`src/rtl/core/hhc_pkg.sv`:
```
// shared types and constants of the hashed hot-spot counter
package hhc_pkg;

    // table size must be a power of two: the slot is the low bits of the key
    localparam int TABLE_ENTRIES = 64;
    localparam int IDX_W         = (TABLE_ENTRIES > 1) ? $clog2(TABLE_ENTRIES) : 1;
    localparam int CNT_W         = 16;
    localparam int KEY_W         = 32;
    localparam int ENTRY_W       = 6;
    localparam int REQ_W         = 2;
    localparam int CFG_IDX_W     = 2;
    localparam int THR_W         = 16;

    localparam int NUM_TABLES    = 3;
    localparam int TBL_LOOP      = 0;
    localparam int TBL_CALL      = 1;
    localparam int TBL_EXIT      = 2;

    localparam logic [THR_W-1:0] LOOP_THR_RESET = 16'd56;
    localparam logic [THR_W-1:0] CALL_THR_RESET = 16'd112;
    localparam logic [THR_W-1:0] EXIT_THR_RESET = 16'd10;

    typedef enum logic [REQ_W-1:0] {
        REQ_LOOP  = 2'd0,
        REQ_CALL  = 2'd1,
        REQ_EXIT  = 2'd2,
        REQ_CLEAR = 2'd3
    } req_type_t;

    typedef enum logic [CFG_IDX_W-1:0] {
        CFG_LOOP_THR = 2'd0,
        CFG_CALL_THR = 2'd1,
        CFG_EXIT_THR = 2'd2
    } cfg_index_t;

    typedef struct packed {
        logic [THR_W-1:0] loop_thr;
        logic [THR_W-1:0] call_thr;
        logic [THR_W-1:0] exit_thr;
    } hhc_thr_t;

endpackage

```
`src/rtl/core/hhc_if.sv`:
```
// request, result and configuration channel interfaces
interface hhc_req_if;
    import hhc_pkg::*;
    logic                 valid;
    logic                 ready;
    logic [REQ_W-1:0]     req_type;
    logic [KEY_W-1:0]     key;

    modport source (output valid, output req_type, output key, input ready);
    modport sink   (input valid, input req_type, input key, output ready);
endinterface

interface hhc_res_if;
    import hhc_pkg::*;
    logic                 valid;
    logic                 ready;
    logic                 hot;
    logic [ENTRY_W-1:0]   entry_index;

    modport source (output valid, output hot, output entry_index, input ready);
    modport sink   (input valid, input hot, input entry_index, output ready);
endinterface

interface hhc_cfg_if;
    import hhc_pkg::*;
    logic                 valid;
    logic                 ready;
    logic [CFG_IDX_W-1:0] index;
    logic [THR_W-1:0]     data;

    modport source (output valid, output index, output data, input ready);
    modport sink   (input valid, input index, input data, output ready);
endinterface

```
`src/rtl/core/hhc_ram.sv`:
```
// generic single-port-write ram with registered read
module hhc_ram #(
    parameter int WIDTH = 16,
    parameter int DEPTH = 64
) (
    input  logic                             clk,
    input  logic                             we,
    input  logic [$clog2(DEPTH)-1:0]         waddr,
    input  logic [WIDTH-1:0]                 wdata,
    input  logic                             re,
    input  logic [$clog2(DEPTH)-1:0]         raddr,
    output logic [WIDTH-1:0]                 rdata
);

    logic [WIDTH-1:0] mem [DEPTH];

    always_ff @(posedge clk)
    begin
        if (we)
        begin
            mem[waddr] <= wdata;
        end
        if (re)
        begin
            rdata <= mem[raddr];
        end
    end

endmodule

```
`src/rtl/core/hhc_cfg.sv`:
```
// threshold configuration registers
module hhc_cfg (
    input  logic            clk,
    input  logic            rst_n,
    hhc_cfg_if.sink         cfg,
    output hhc_pkg::hhc_thr_t thr
);
    import hhc_pkg::*;

    hhc_thr_t thr_reg;

    assign cfg.ready = 1'b1;
    assign thr       = thr_reg;

    always_ff @(posedge clk or negedge rst_n)
    begin
        if (!rst_n)
        begin
            thr_reg.loop_thr <= LOOP_THR_RESET;
            thr_reg.call_thr <= CALL_THR_RESET;
            thr_reg.exit_thr <= EXIT_THR_RESET;
        end
        else if (cfg.valid)
        begin
            case (cfg.index)
                CFG_LOOP_THR: thr_reg.loop_thr <= cfg.data;
                CFG_CALL_THR: thr_reg.call_thr <= cfg.data;
                CFG_EXIT_THR: thr_reg.exit_thr <= cfg.data;
                default:      thr_reg <= thr_reg;
            endcase
        end
    end

endmodule

```
`src/rtl/core/hashed_hot_spot_counter_top.sv`:
```
// hashed hot-spot counter top level
// throughput: one request per cycle while the result side is not stalled; the counter
//   ram read-modify-write closes with a one-entry write forward
// reset: thresholds to defaults, all counters read as zero via per-entry valid bits
module hashed_hot_spot_counter_top (
    input  logic        clk,
    input  logic        rst_n,
    hhc_req_if.sink     req,
    hhc_res_if.source   res,
    hhc_cfg_if.sink     cfg
);
    import hhc_pkg::*;

    hhc_thr_t                              thr;

    logic                                  s1_valid_reg;
    req_type_t                             s1_type_reg;
    logic [IDX_W-1:0]                      s1_slot_reg;

    logic                                  out_valid_reg;
    logic                                  out_hot_reg;
    logic [ENTRY_W-1:0]                    out_index_reg;

    logic                                  fwd_valid_reg;
    req_type_t                             fwd_type_reg;
    logic [IDX_W-1:0]                      fwd_slot_reg;
    logic [CNT_W-1:0]                      fwd_data_reg;

    logic [NUM_TABLES-1:0][TABLE_ENTRIES-1:0] vld_reg;

    logic [CNT_W-1:0]                      ram_q [NUM_TABLES];
    logic [NUM_TABLES-1:0]                 tbl_we;

    logic                                  accept;
    logic                                  s1_advance;
    logic                                  is_clear;
    logic                                  fwd_hit;
    logic                                  sel_vld;
    logic                                  cnt_hot;
    logic [CNT_W-1:0]                      sel_q;
    logic [THR_W-1:0]                      sel_thr;
    logic [CNT_W-1:0]                      cur_cnt;
    logic [CNT_W-1:0]                      nxt_cnt;
    logic [CNT_W-1:0]                      wr_cnt;

    hhc_cfg u_cfg (
        .clk   (clk),
        .rst_n (rst_n),
        .cfg   (cfg),
        .thr   (thr)
    );

    assign s1_advance = s1_valid_reg && (!out_valid_reg || res.ready);
    assign req.ready  = !s1_valid_reg || s1_advance;
    assign accept     = req.valid && req.ready;
    assign is_clear   = (s1_type_reg == REQ_CLEAR);

    for (genvar t = 0; t < NUM_TABLES; t++)
    begin : g_tbl
        assign tbl_we[t] = s1_advance && (s1_type_reg == req_type_t'(REQ_W'(t)));

        hhc_ram #(
            .WIDTH (CNT_W),
            .DEPTH (TABLE_ENTRIES)
        ) u_ram (
            .clk   (clk),
            .we    (tbl_we[t]),
            .waddr (s1_slot_reg),
            .wdata (wr_cnt),
            .re    (accept),
            .raddr (req.key[IDX_W-1:0]),
            .rdata (ram_q[t])
        );
    end

    always_comb
    begin
        case (s1_type_reg)
            REQ_LOOP:
            begin
                sel_q   = ram_q[TBL_LOOP];
                sel_thr = thr.loop_thr;
                sel_vld = vld_reg[TBL_LOOP][s1_slot_reg];
            end
            REQ_CALL:
            begin
                sel_q   = ram_q[TBL_CALL];
                sel_thr = thr.call_thr;
                sel_vld = vld_reg[TBL_CALL][s1_slot_reg];
            end
            REQ_EXIT:
            begin
                sel_q   = ram_q[TBL_EXIT];
                sel_thr = thr.exit_thr;
                sel_vld = vld_reg[TBL_EXIT][s1_slot_reg];
            end
            default:
            begin
                sel_q   = '0;
                sel_thr = '0;
                sel_vld = 1'b0;
            end
        endcase
    end

    // latest write may not be visible in the ram read yet
    assign fwd_hit = fwd_valid_reg && (fwd_type_reg == s1_type_reg)
                     && (fwd_slot_reg == s1_slot_reg);

    assign cur_cnt = !sel_vld ? '0 : (fwd_hit ? fwd_data_reg : sel_q);
    assign nxt_cnt = cur_cnt + CNT_W'(1);
    assign cnt_hot = (nxt_cnt >= sel_thr);
    assign wr_cnt  = cnt_hot ? '0 : nxt_cnt;

    always_ff @(posedge clk or negedge rst_n)
    begin
        if (!rst_n)
        begin
            s1_valid_reg  <= 1'b0;
            out_valid_reg <= 1'b0;
            fwd_valid_reg <= 1'b0;
            vld_reg       <= '0;
        end
        else
        begin
            if (accept)
            begin
                s1_valid_reg <= 1'b1;
            end
            else if (s1_advance)
            begin
                s1_valid_reg <= 1'b0;
            end

            if (s1_advance)
            begin
                out_valid_reg <= 1'b1;
            end
            else if (res.ready)
            begin
                out_valid_reg <= 1'b0;
            end

            if (s1_advance)
            begin
                fwd_valid_reg <= !is_clear;
            end

            if (s1_advance && is_clear)
            begin
                vld_reg <= '0;
            end
            else
            begin
                for (int t = 0; t < NUM_TABLES; t++)
                begin
                    if (tbl_we[t])
                    begin
                        vld_reg[t][s1_slot_reg] <= 1'b1;
                    end
                end
            end
        end
    end

    always_ff @(posedge clk)
    begin
        if (accept)
        begin
            s1_type_reg <= req_type_t'(req.req_type);
            s1_slot_reg <= req.key[IDX_W-1:0];
        end
        if (s1_advance)
        begin
            fwd_type_reg  <= s1_type_reg;
            fwd_slot_reg  <= s1_slot_reg;
            fwd_data_reg  <= wr_cnt;
            out_hot_reg   <= is_clear ? 1'b0 : cnt_hot;
            out_index_reg <= is_clear ? '0 : ENTRY_W'(s1_slot_reg);
        end
    end

    assign res.valid       = out_valid_reg;
    assign res.hot         = out_hot_reg;
    assign res.entry_index = out_index_reg;

`ifndef SYNTHESIS
    a_advance_fills_out: assert property (@(posedge clk) disable iff (!rst_n)
        s1_advance |=> out_valid_reg)
        else $error("stage advanced without loading the result register");

    a_stall_holds_stage: assert property (@(posedge clk) disable iff (!rst_n)
        (s1_valid_reg && !s1_advance) |=> (s1_valid_reg && $stable(s1_slot_reg)))
        else $error("stalled request left the stage");

    a_clear_empties: assert property (@(posedge clk) disable iff (!rst_n)
        (s1_advance && is_clear) |=> (vld_reg == '0 && !fwd_valid_reg))
        else $error("clear request left live counters");

    a_clear_result: assert property (@(posedge clk) disable iff (!rst_n)
        (s1_advance && is_clear) |=> (!out_hot_reg && out_index_reg == '0))
        else $error("clear request produced a nonzero result");
`endif

endmodule

```
`src/flat_wrapper.sv`:
```
// flat-port wrapper written by rule: the top's interface ports become plain ports
module hashed_hot_spot_counter_top_flat import hhc_pkg::*;
  (clk, rst_n, req_valid, req_req_type, req_key, req_ready, res_valid, res_hot, res_entry_index, res_ready, cfg_valid, cfg_index, cfg_data, cfg_ready);
  hhc_req_if req_i ();
  hhc_res_if res_i ();
  hhc_cfg_if cfg_i ();
  input  logic clk;
  input  logic rst_n;
  input wire logic [$bits(req_i.valid)-1:0] req_valid;
  input wire logic [$bits(req_i.req_type)-1:0] req_req_type;
  input wire logic [$bits(req_i.key)-1:0] req_key;
  output wire logic [$bits(req_i.ready)-1:0] req_ready;
  output wire logic [$bits(res_i.valid)-1:0] res_valid;
  output wire logic [$bits(res_i.hot)-1:0] res_hot;
  output wire logic [$bits(res_i.entry_index)-1:0] res_entry_index;
  input wire logic [$bits(res_i.ready)-1:0] res_ready;
  input wire logic [$bits(cfg_i.valid)-1:0] cfg_valid;
  input wire logic [$bits(cfg_i.index)-1:0] cfg_index;
  input wire logic [$bits(cfg_i.data)-1:0] cfg_data;
  output wire logic [$bits(cfg_i.ready)-1:0] cfg_ready;
  assign req_i.valid = req_valid;
  assign req_i.req_type = req_req_type;
  assign req_i.key = req_key;
  assign req_ready = req_i.ready;
  assign res_valid = res_i.valid;
  assign res_hot = res_i.hot;
  assign res_entry_index = res_i.entry_index;
  assign res_i.ready = res_ready;
  assign cfg_i.valid = cfg_valid;
  assign cfg_i.index = cfg_index;
  assign cfg_i.data = cfg_data;
  assign cfg_ready = cfg_i.ready;
  hashed_hot_spot_counter_top u_core (.clk(clk), .rst_n(rst_n), .req(req_i), .res(res_i), .cfg(cfg_i));
endmodule
```
`config.mk`:
```
export PLATFORM = sky130hd
export DESIGN_NAME = hashed_hot_spot_counter_top_flat
export DESIGN_NICKNAME = d
export VERILOG_FILES = /design/src/rtl/core/hhc_pkg.sv /design/src/rtl/core/hhc_if.sv /design/src/rtl/core/hhc_ram.sv /design/src/rtl/core/hhc_cfg.sv /design/src/rtl/core/hashed_hot_spot_counter_top.sv /design/src/flat_wrapper.sv
export SDC_FILE = /design/constraint.sdc
export NUM_CORES = 2
export LEC_CHECK = 0
export ABC_AREA = 1
export ABC_CLOCK_PERIOD_IN_PS = 11250
export BUFFER_PORTS_ARGS = -buffer_cell sky130_fd_sc_hd__buf_2
export CAP_MARGIN = 15
export CORE_UTILIZATION = 50
export CTS_BUF_LIST = sky130_fd_sc_hd__clkbuf_8
export CTS_CLUSTER_DIAMETER = 150
export DETAILED_ROUTE_END_ITERATION = 10
export PLACE_DENSITY_LB_ADDON = 0.25
export SETUP_SLACK_MARGIN = 0.15
export SYNTH_ARGS = -nofsm -noshare
export SYNTH_HDL_FRONTEND = slang
export SYNTH_SLANG_ARGS = --single-unit
export TNS_END_PERCENT = 10
```
`constraint.sdc`:
```
create_clock -name clk -period 11.25 [get_ports clk]
set_input_delay 0.5625 -clock clk [delete_from_list [all_inputs] [get_ports clk]]
set_output_delay 0.5625 -clock clk [all_outputs]
set_load 0.1 [all_outputs]
```
### Yosys cells after proc, flatten, opt, wreduce, memory -nomap -nowiden

Memory sizes are Yosys's and may differ from the RTL's. A register that Yosys moved wholly into a read port is not among the register bits.
Index checks and enable logic that the tools add are counted.

| word-level totals | value |
|---|---|
| register bits | 282 |
| bits in writable memories | 3,072 |
| bits of input ports | 57 |
| output and inout port bits | 10 |
| word-level logic and storage cells | 85 |
| memories kept | 3 |

Memories:

| name | depth | bits a word | read ports | clocked after Yosys merged registers in | wr ports | RTL line | source |
|---|---|---|---|---|---|---|---|
| u_core.g_tbl[0].u_ram.mem | 64 | 16 | 1 | 1 | 1 | hhc_ram.sv:15 | `logic [WIDTH-1:0] mem [DEPTH];` |
| u_core.g_tbl[1].u_ram.mem | 64 | 16 | 1 | 1 | 1 | hhc_ram.sv:15 |  |
| u_core.g_tbl[2].u_ram.mem | 64 | 16 | 1 | 1 | 1 | hhc_ram.sv:15 |  |

| operators by class | value |
|---|---|
| $add $sub $neg | 1 |
| $lt $le $gt $ge | 3 |
| equality and inequality tests | 7 |
| mux-type cells | 28 |
| bitwise gates (word level) | 3 |
| reductions and logical operators | 24 |

Operator list:

| operator | count |
|---|---|
| 192-bit two-way mux | 1 |
| 64-bit two-way mux | 3 |
| 64-bit OR | 3 |
| 16-bit one-hot mux with 3 select lines | 2 |
| 16-bit two-way mux | 3 |
| 1-bit binary-select mux with 6-bit select | 3 |
| 16-bit by 1-bit adder with 16-bit output, second input constant | 1 |
| 16-bit greater-or-equal comparator | 1 |
| 1-bit two-way mux | 14 |
| 2-bit nonzero test | 5 |
| 1-bit logical AND | 9 |
| 6-bit by 7-bit < comparator with 1-bit output, second input constant | 1 |
| 1-bit demux with 6-bit select | 1 |
| 2-bit equality test, second input constant | 3 |
| 6-bit equality test | 1 |
| 6-bit by 1-bit greater-or-equal comparator with 1-bit output, second input constant | 1 |
| 2-bit AND reduction | 3 |
| 2-bit by 1-bit equality test with 1-bit output, second input constant | 2 |
| 2-bit logical NOT | 2 |
| 1-bit logical NOT | 3 |
| 1-bit one-hot mux with 3 select lines | 1 |
| 2-bit equality test | 1 |
| 1-bit logical OR | 2 |

### Depth between registers and ports, before layout

| logic depth | value |
|---|---|
| depth in word-level cells | 8 |
| mapped depth | 33 |
| gate-level depth less buffers | 30 |

### Modules after synthesis

Synthesis repeated with hierarchy kept, for this count alone.

| unflattened totals | value |
|---|---|
| cells, all modules | 12,605 |
| area, all modules | 142,055.0 µm² |

Modules (own cells, without submodules):

| module | times used | cells an instance | area each (µm²) |
|---|---|---|---|
| hhc_ram | 3 | 3,517 | 42,259.3 |
| hashed_hot_spot_counter_top | 1 | 1,838 | 13,211.4 |
| hhc_cfg | 1 | 216 | 2,065.7 |

### Worst setup path after synthesis

OpenSTA, ideal clock, no wires.

| path | value |
|---|---|
| path type | register to register |
| start point | register u_core.s1_slot_reg[2] |
| end point | register u_core.fwd_data_reg[14], data pin |
| library setup time | 1.238 ns |
| data arrival time | 8.501 ns |
| required time | 10.012 ns |
| path slack | 1.511 ns |
| cell stages (with the launch flop) | 29 |
| path buffers | 3 |
| clock period less this slack | 9.739 ns |
| cells stage by stage | edfxtp_1 buf_4 nor2_8 buf_6 o211ai_1 nand4_1 nand2_1 nand2_1 nor2_1 nand2_1 nand2_1 nand3_4 buf_6 nand2_1 inv_1 ha_1 nand4_2 nor2_4 nand3_1 nand2_1 nand2_1 ha_1 nand2_1 inv_1 nand3_1 inv_1 a21oi_1 nand3_1 a21oi_1 |

| on the way | value |
|---|---|
| longest elaborated chain between the ends | 7 |
| elaborated cells between the ends (all ways) | 14 |

Ends and longest elaborated chain:

| item | RTL line | source |
|---|---|---|
| start: declaration | hashed_hot_spot_counter_top.sv:18 | `logic [IDX_W-1:0] s1_slot_reg;` |
| start signal: assignment | hashed_hot_spot_counter_top.sv:171 | `s1_slot_reg <= req.key[IDX_W-1:0];` |
| 1-bit binary-select mux with 6-bit select, or another cell as far along | hashed_hot_spot_counter_top.sv:95 | `sel_vld = vld_reg[TBL_EXIT][s1_slot_reg];` |
| 1-bit two-way mux (not written as such), or another cell as far along | hashed_hot_spot_counter_top.sv:95 |  |
| 1-bit one-hot mux with 3 select lines or 16-bit two-way mux (tied branches) | hashed_hot_spot_counter_top.sv:78, hashed_hot_spot_counter_top.sv:110 |  |
| 16-bit two-way mux * | hashed_hot_spot_counter_top.sv:110 | `assign cur_cnt = !sel_vld ? '0 : (fwd_hit ? fwd_data_reg : sel_q);` |
| 16-bit by 1-bit adder with 16-bit output * | hashed_hot_spot_counter_top.sv:111 | `assign nxt_cnt = cur_cnt + CNT_W'(1);` |
| 16-bit greater-or-equal comparator | hashed_hot_spot_counter_top.sv:112 | `assign cnt_hot = (nxt_cnt >= sel_thr);` |
| 16-bit two-way mux * | hashed_hot_spot_counter_top.sv:113 | `assign wr_cnt = cnt_hot ? '0 : nxt_cnt;` |
| named net u_core.g_tbl[0].u_ram.wdata[14] | hhc_ram.sv:9 | `input logic [WIDTH-1:0] wdata,` |
| end signal: assignment | hashed_hot_spot_counter_top.sv:177 | `fwd_data_reg <= wr_cnt;` |
| end: declaration | hashed_hot_spot_counter_top.sv:27 | `logic [CNT_W-1:0] fwd_data_reg;` |

The timed path passes the listed nets; every way through them passes the cells marked *. The select of a mux whose other input is x is not followed.
A chain may end at the register's enable or synchronous reset.

### Worst setup path after layout

| path | value |
|---|---|
| start point | register u_core.s1_slot_reg[0] |
| end point | memory u_core.g_tbl[0].u_ram.mem[21][5], data pin |

| on the way | value |
|---|---|
| longest elaborated chain between the ends | 7 |
| elaborated cells between the ends (all ways) | 14 |

Ends and longest elaborated chain:

| item | RTL line |
|---|---|
| 1-bit binary-select mux with 6-bit select, or another cell as far along | hashed_hot_spot_counter_top.sv:95 |
| 1-bit two-way mux (not written as such), or another cell as far along | hashed_hot_spot_counter_top.sv:95 |
| 1-bit one-hot mux with 3 select lines or 16-bit two-way mux (tied branches) | hashed_hot_spot_counter_top.sv:78, hashed_hot_spot_counter_top.sv:110 |
| 16-bit two-way mux * | hashed_hot_spot_counter_top.sv:110 |
| 16-bit by 1-bit adder with 16-bit output * | hashed_hot_spot_counter_top.sv:111 |
| 16-bit greater-or-equal comparator | hashed_hot_spot_counter_top.sv:112 |
| 16-bit two-way mux * | hashed_hot_spot_counter_top.sv:113 |
| named net u_core.g_tbl[0].u_ram.wdata[5] | hhc_ram.sv:9 |
| end: declaration | hhc_ram.sv:15 |

Marked as above.

==> parameters.txt <==
Parameter                              Value

Run status
  Status    finished, final reports clean

Floorplan
  Die Y-Extent    523 um
  Die span in x    523 um
  Die area    273000 um2
  Top Ports    67
  Core Rows    190
  Effective utilization at floorplan    0.504
  Std-Cell Core Area    269000 um2

Finish
  Fraction of layout instances using a drive strength above 1    0.101
  Final Core Density    0.560
  Cell area after layout    151000 um2
  Number of nets at the end of the flow    11.2k
  Most common cell after layout, fill and taps aside    sky130_fd_sc_hd__edfxtp_1
  Top library cells by usage in the layout, fill and taps aside    3159 x sky130_fd_sc_hd__edfxtp_1, 2633 x sky130_fd_sc_hd__nor2_1, 2010 x sky130_fd_sc_hd__o21ai_0
  Flip-flop count of the largest register, all copies and words added    3072
  Number of filler cells placed in the layout    21.8k
  Area Overhead vs Synth    11.0%

Worst setup path
  Worst setup slack for register-to-register paths    2.51 ns
  Critical path data arrival time    between 9 and 10 ns
  Endpoint type of the worst setup path    flip-flop
  Crit path top cell by count    sky130_fd_sc_hd__nand2_1
  Crit Path Class    reg2reg
  Biggest cell delay along the critical path    1.13 ns
  Critical path fanouts, max    between 90 and 100
  Master of the slowest instance on the critical path    sky130_fd_sc_hd__nor2_4
  Setup crit start kind    flip-flop
  Required @ worst endpoint    11.94 ns

Placement
  Post-detailed-placement cell area    ~140000 um2
  Final weighted congestion of routability-driven global placement    between 0.9 and 1
  Count of buffers from port buffering    39
  HPWL reported at the end of detailed placement    221000 um

Route
  DR iter-0 viols    12.1k
  Post-route ant nets    0
  Average wire length per cell after detail routing    26.7 um
  DR DRC count    0
  Total length of routed wires    404000 um
  First drt pass iteration count    6
  Mean number of vias per cell    6.16
  Via count of the routed design    93.0k

Clock tree
  Post-CTS setup repair buffer count    0
  Clock tree from TritonCTS    built
  Post-cts gate resize count    0
  Root Buffer    sky130_fd_sc_hd__clkbuf_8
  Number of sinks driven by the clock tree    3402
  Total clock buffers created by CTS    ~560
  H-tree Lvls    6
  Worst-case clock buffer depth    4
  Clock network latency to the later pin of the worst-skew pair    1.10 ns
  Clock transition at the register clock pins on the worst setup and hold paths after CTS    0.06 ns

Timing
  Final setup violation count    0
  Final Hold Violating Endpoints    0
  Peak Freq    114 MHz
  RSZ-0062 raised after global routing    no
  Slew at the pin with the worst max-slew slack    1.24 ns
  Worst clock skew    0.0953 ns
  Final max-slew violation count    0
  Post-route minimum period    8.74 ns
  Setup TNS    0 ns
  Post-route worst hold slack    0.0999 ns
  Relative slew slack    0.167
  Final Cycle Share    0.776

Yosys
  Syn Inst Count    11.0k
  Area contributors post-synth    sky130_fd_sc_hd__edfxtp_1 70%, sky130_fd_sc_hd__nor2_1 7.6%, sky130_fd_sc_hd__o21ai_0 7.4%, sky130_fd_sc_hd__o22ai_1 4.4%, sky130_fd_sc_hd__dfrtp_1 4.3%
  Average cell area after synthesis    12.3 um2
  Net count of the mapped netlist    11.1k
  Top cell type by total area after synthesis    sky130_fd_sc_hd__edfxtp_1
  Synthesized flop and latch total    roughly 3.4k
  Most frequently used flop master after synthesis    sky130_fd_sc_hd__edfxtp_1
  Count of warnings emitted by yosys    0
  Share of synthesized flip-flops with an asynchronous set or reset    0.0714
  Netlist cell types    47
  Sequential share of the synthesized area    0.744
  Number of flops mapped to enable cells by yosys    3159
  Top cell type's share of synthesized area    0.700
  Area of the mapped netlist    136000 um2

Power
  Pwr/cell area    172 nW/um2
  Final Total Pwr    ~26 mW
  Standby leakage power    51.4 nW
  Switching share of power    0.249
  Clock group share of total power    0.381
  Share of power burned in combinational logic    0.073
  Sw power    between 6 and 7 mW
  Flop pwr share    0.547
  VDD IR-drop max    ~110 uV
  Internal power contribution    19.4 mW

Hold path
  Path class of the lowest-slack min-delay path    in2async

Global route
  Number of antenna violations at the first check in global routing    19
  Overall fraction of global-route tracks in use    0.290
  Wire length of the first global-routing pass    582000 um
  Vias in the first global route    88.5k
  Overflow left after global routing    0
  Pin count of the biggest net entering global routing    194

Job
  Total of max-cap violations    0
final timing paths:
kind,start,to,cells after the start
min in group clk,req_key[5],u_core.g_tbl[0].u_ram.rdata[13],3
max in group asynchronous,rst_n,u_core.vld_reg[28],4
min reg2reg,u_core.u_cfg.thr[16],u_core.u_cfg.thr[16],2
min,rst_n,u_core.u_cfg.thr[40],2
max reg2reg,u_core.s1_slot_reg[0],u_core.g_tbl[0].u_ram.mem[21][5],28
max,u_core.s1_slot_reg[0],u_core.g_tbl[0].u_ram.mem[21][5],28
worst max-delay path, delay by kind of cell (launching register included):
| family | cells | cell delay (ns) |
|---|---|---|
| AOI/OAI and AO/OA | 3 | 0.43 |
| xor gates and xnor gates | 1 | 0.30 |
| adders and majority gates | 2 | 0.42 |
| buffers and inverters | 4 | 1.96 |
| DFF | 1 | 1.11 |
| and+or+nand+nor | 18 | 3.84 |
metrics by stage:
stage / worst slack (ns) / cells
after floorplan: 1.51 / 11000
after global placement: 2.81 / 14100
after detailed placement: 2.72 / 14100
after CTS: 2.68 / 15100
after global routing: 2.00 / 15100
final: 2.51 / 15100
power by group through the flow:
stage | Combinational, mW | Sequential [mW] | Clock, mW
floorplan | 1.05 | 14.4 | 0
global placement | 1.78 | 14.4 | 0
detailed placement | 1.83 | 14.4 | 0
CTS | 1.84 | 14.1 | 9.95
global route | 2.00 | 14.1 | 10.5
finish | 1.87 | 14.1 | 9.84
Yosys cell counts, drive strengths merged (5+ instances only):
library cell,count
a21oi,33
a22o,16
a41oi,6
buf,105
clkbuf,658
dfrtp,235
dfstp,8
edfxtp,3159
ha,17
inv,278
nand2,497
nand3,77
nand3b,5
nand4,20
nor2,2770
nor3,15
o211ai,8
o21ai,2043
o221ai,10
o22ai,957
o32ai,42
or2,9
per-layer routing:
metal	up-vias	global-route usage	wire length, um	part of all wire
met2	5468	0.447	183000	0.45
met5	-	0	53	0.00013
li1	40300	-	-	-
met4	8	0.132	19000	0.047
met3	867	0.0558	43600	0.11
met1	46400	0.401	157000	0.39
final cells by class:
cell class	instances	area, um2	share of cell area
repair buffers	341	2940	0.0195
clock inverters	390	1980	0.0131
flip-flops and latches	3402	101000	0.670
well taps	3552	4440	0.0295
clock buffers	578	7960	0.0528
diodes	10	25.0	0.000166
inverters	280	1080	0.00720
multi-input cells	6539	31200	0.207
cells by family (layout without fill, tap and decap cells):
kind of cell / Yosys count / count (layout) / synth area share
buf+inv: 1043 / 1589 / 0.0304
flops: 3402 / 3402 / 0.744
fa+ha+maj: 17 / 17 / 0.00157
simple gates: 3395 / 3395 / 0.0965
compound gates: 3118 / 3118 / 0.127
xor+xnor: 8 / 8 / 0.000517
other cells: 1 / 11 / 0.0000277
repair_timing:
action	4_1_cts	5_1_grt
hold endpoints to repair	152	0
endpoints found under the setup margin	0	0
hold buffers	23	0
(Power assumes the default switching activity.)
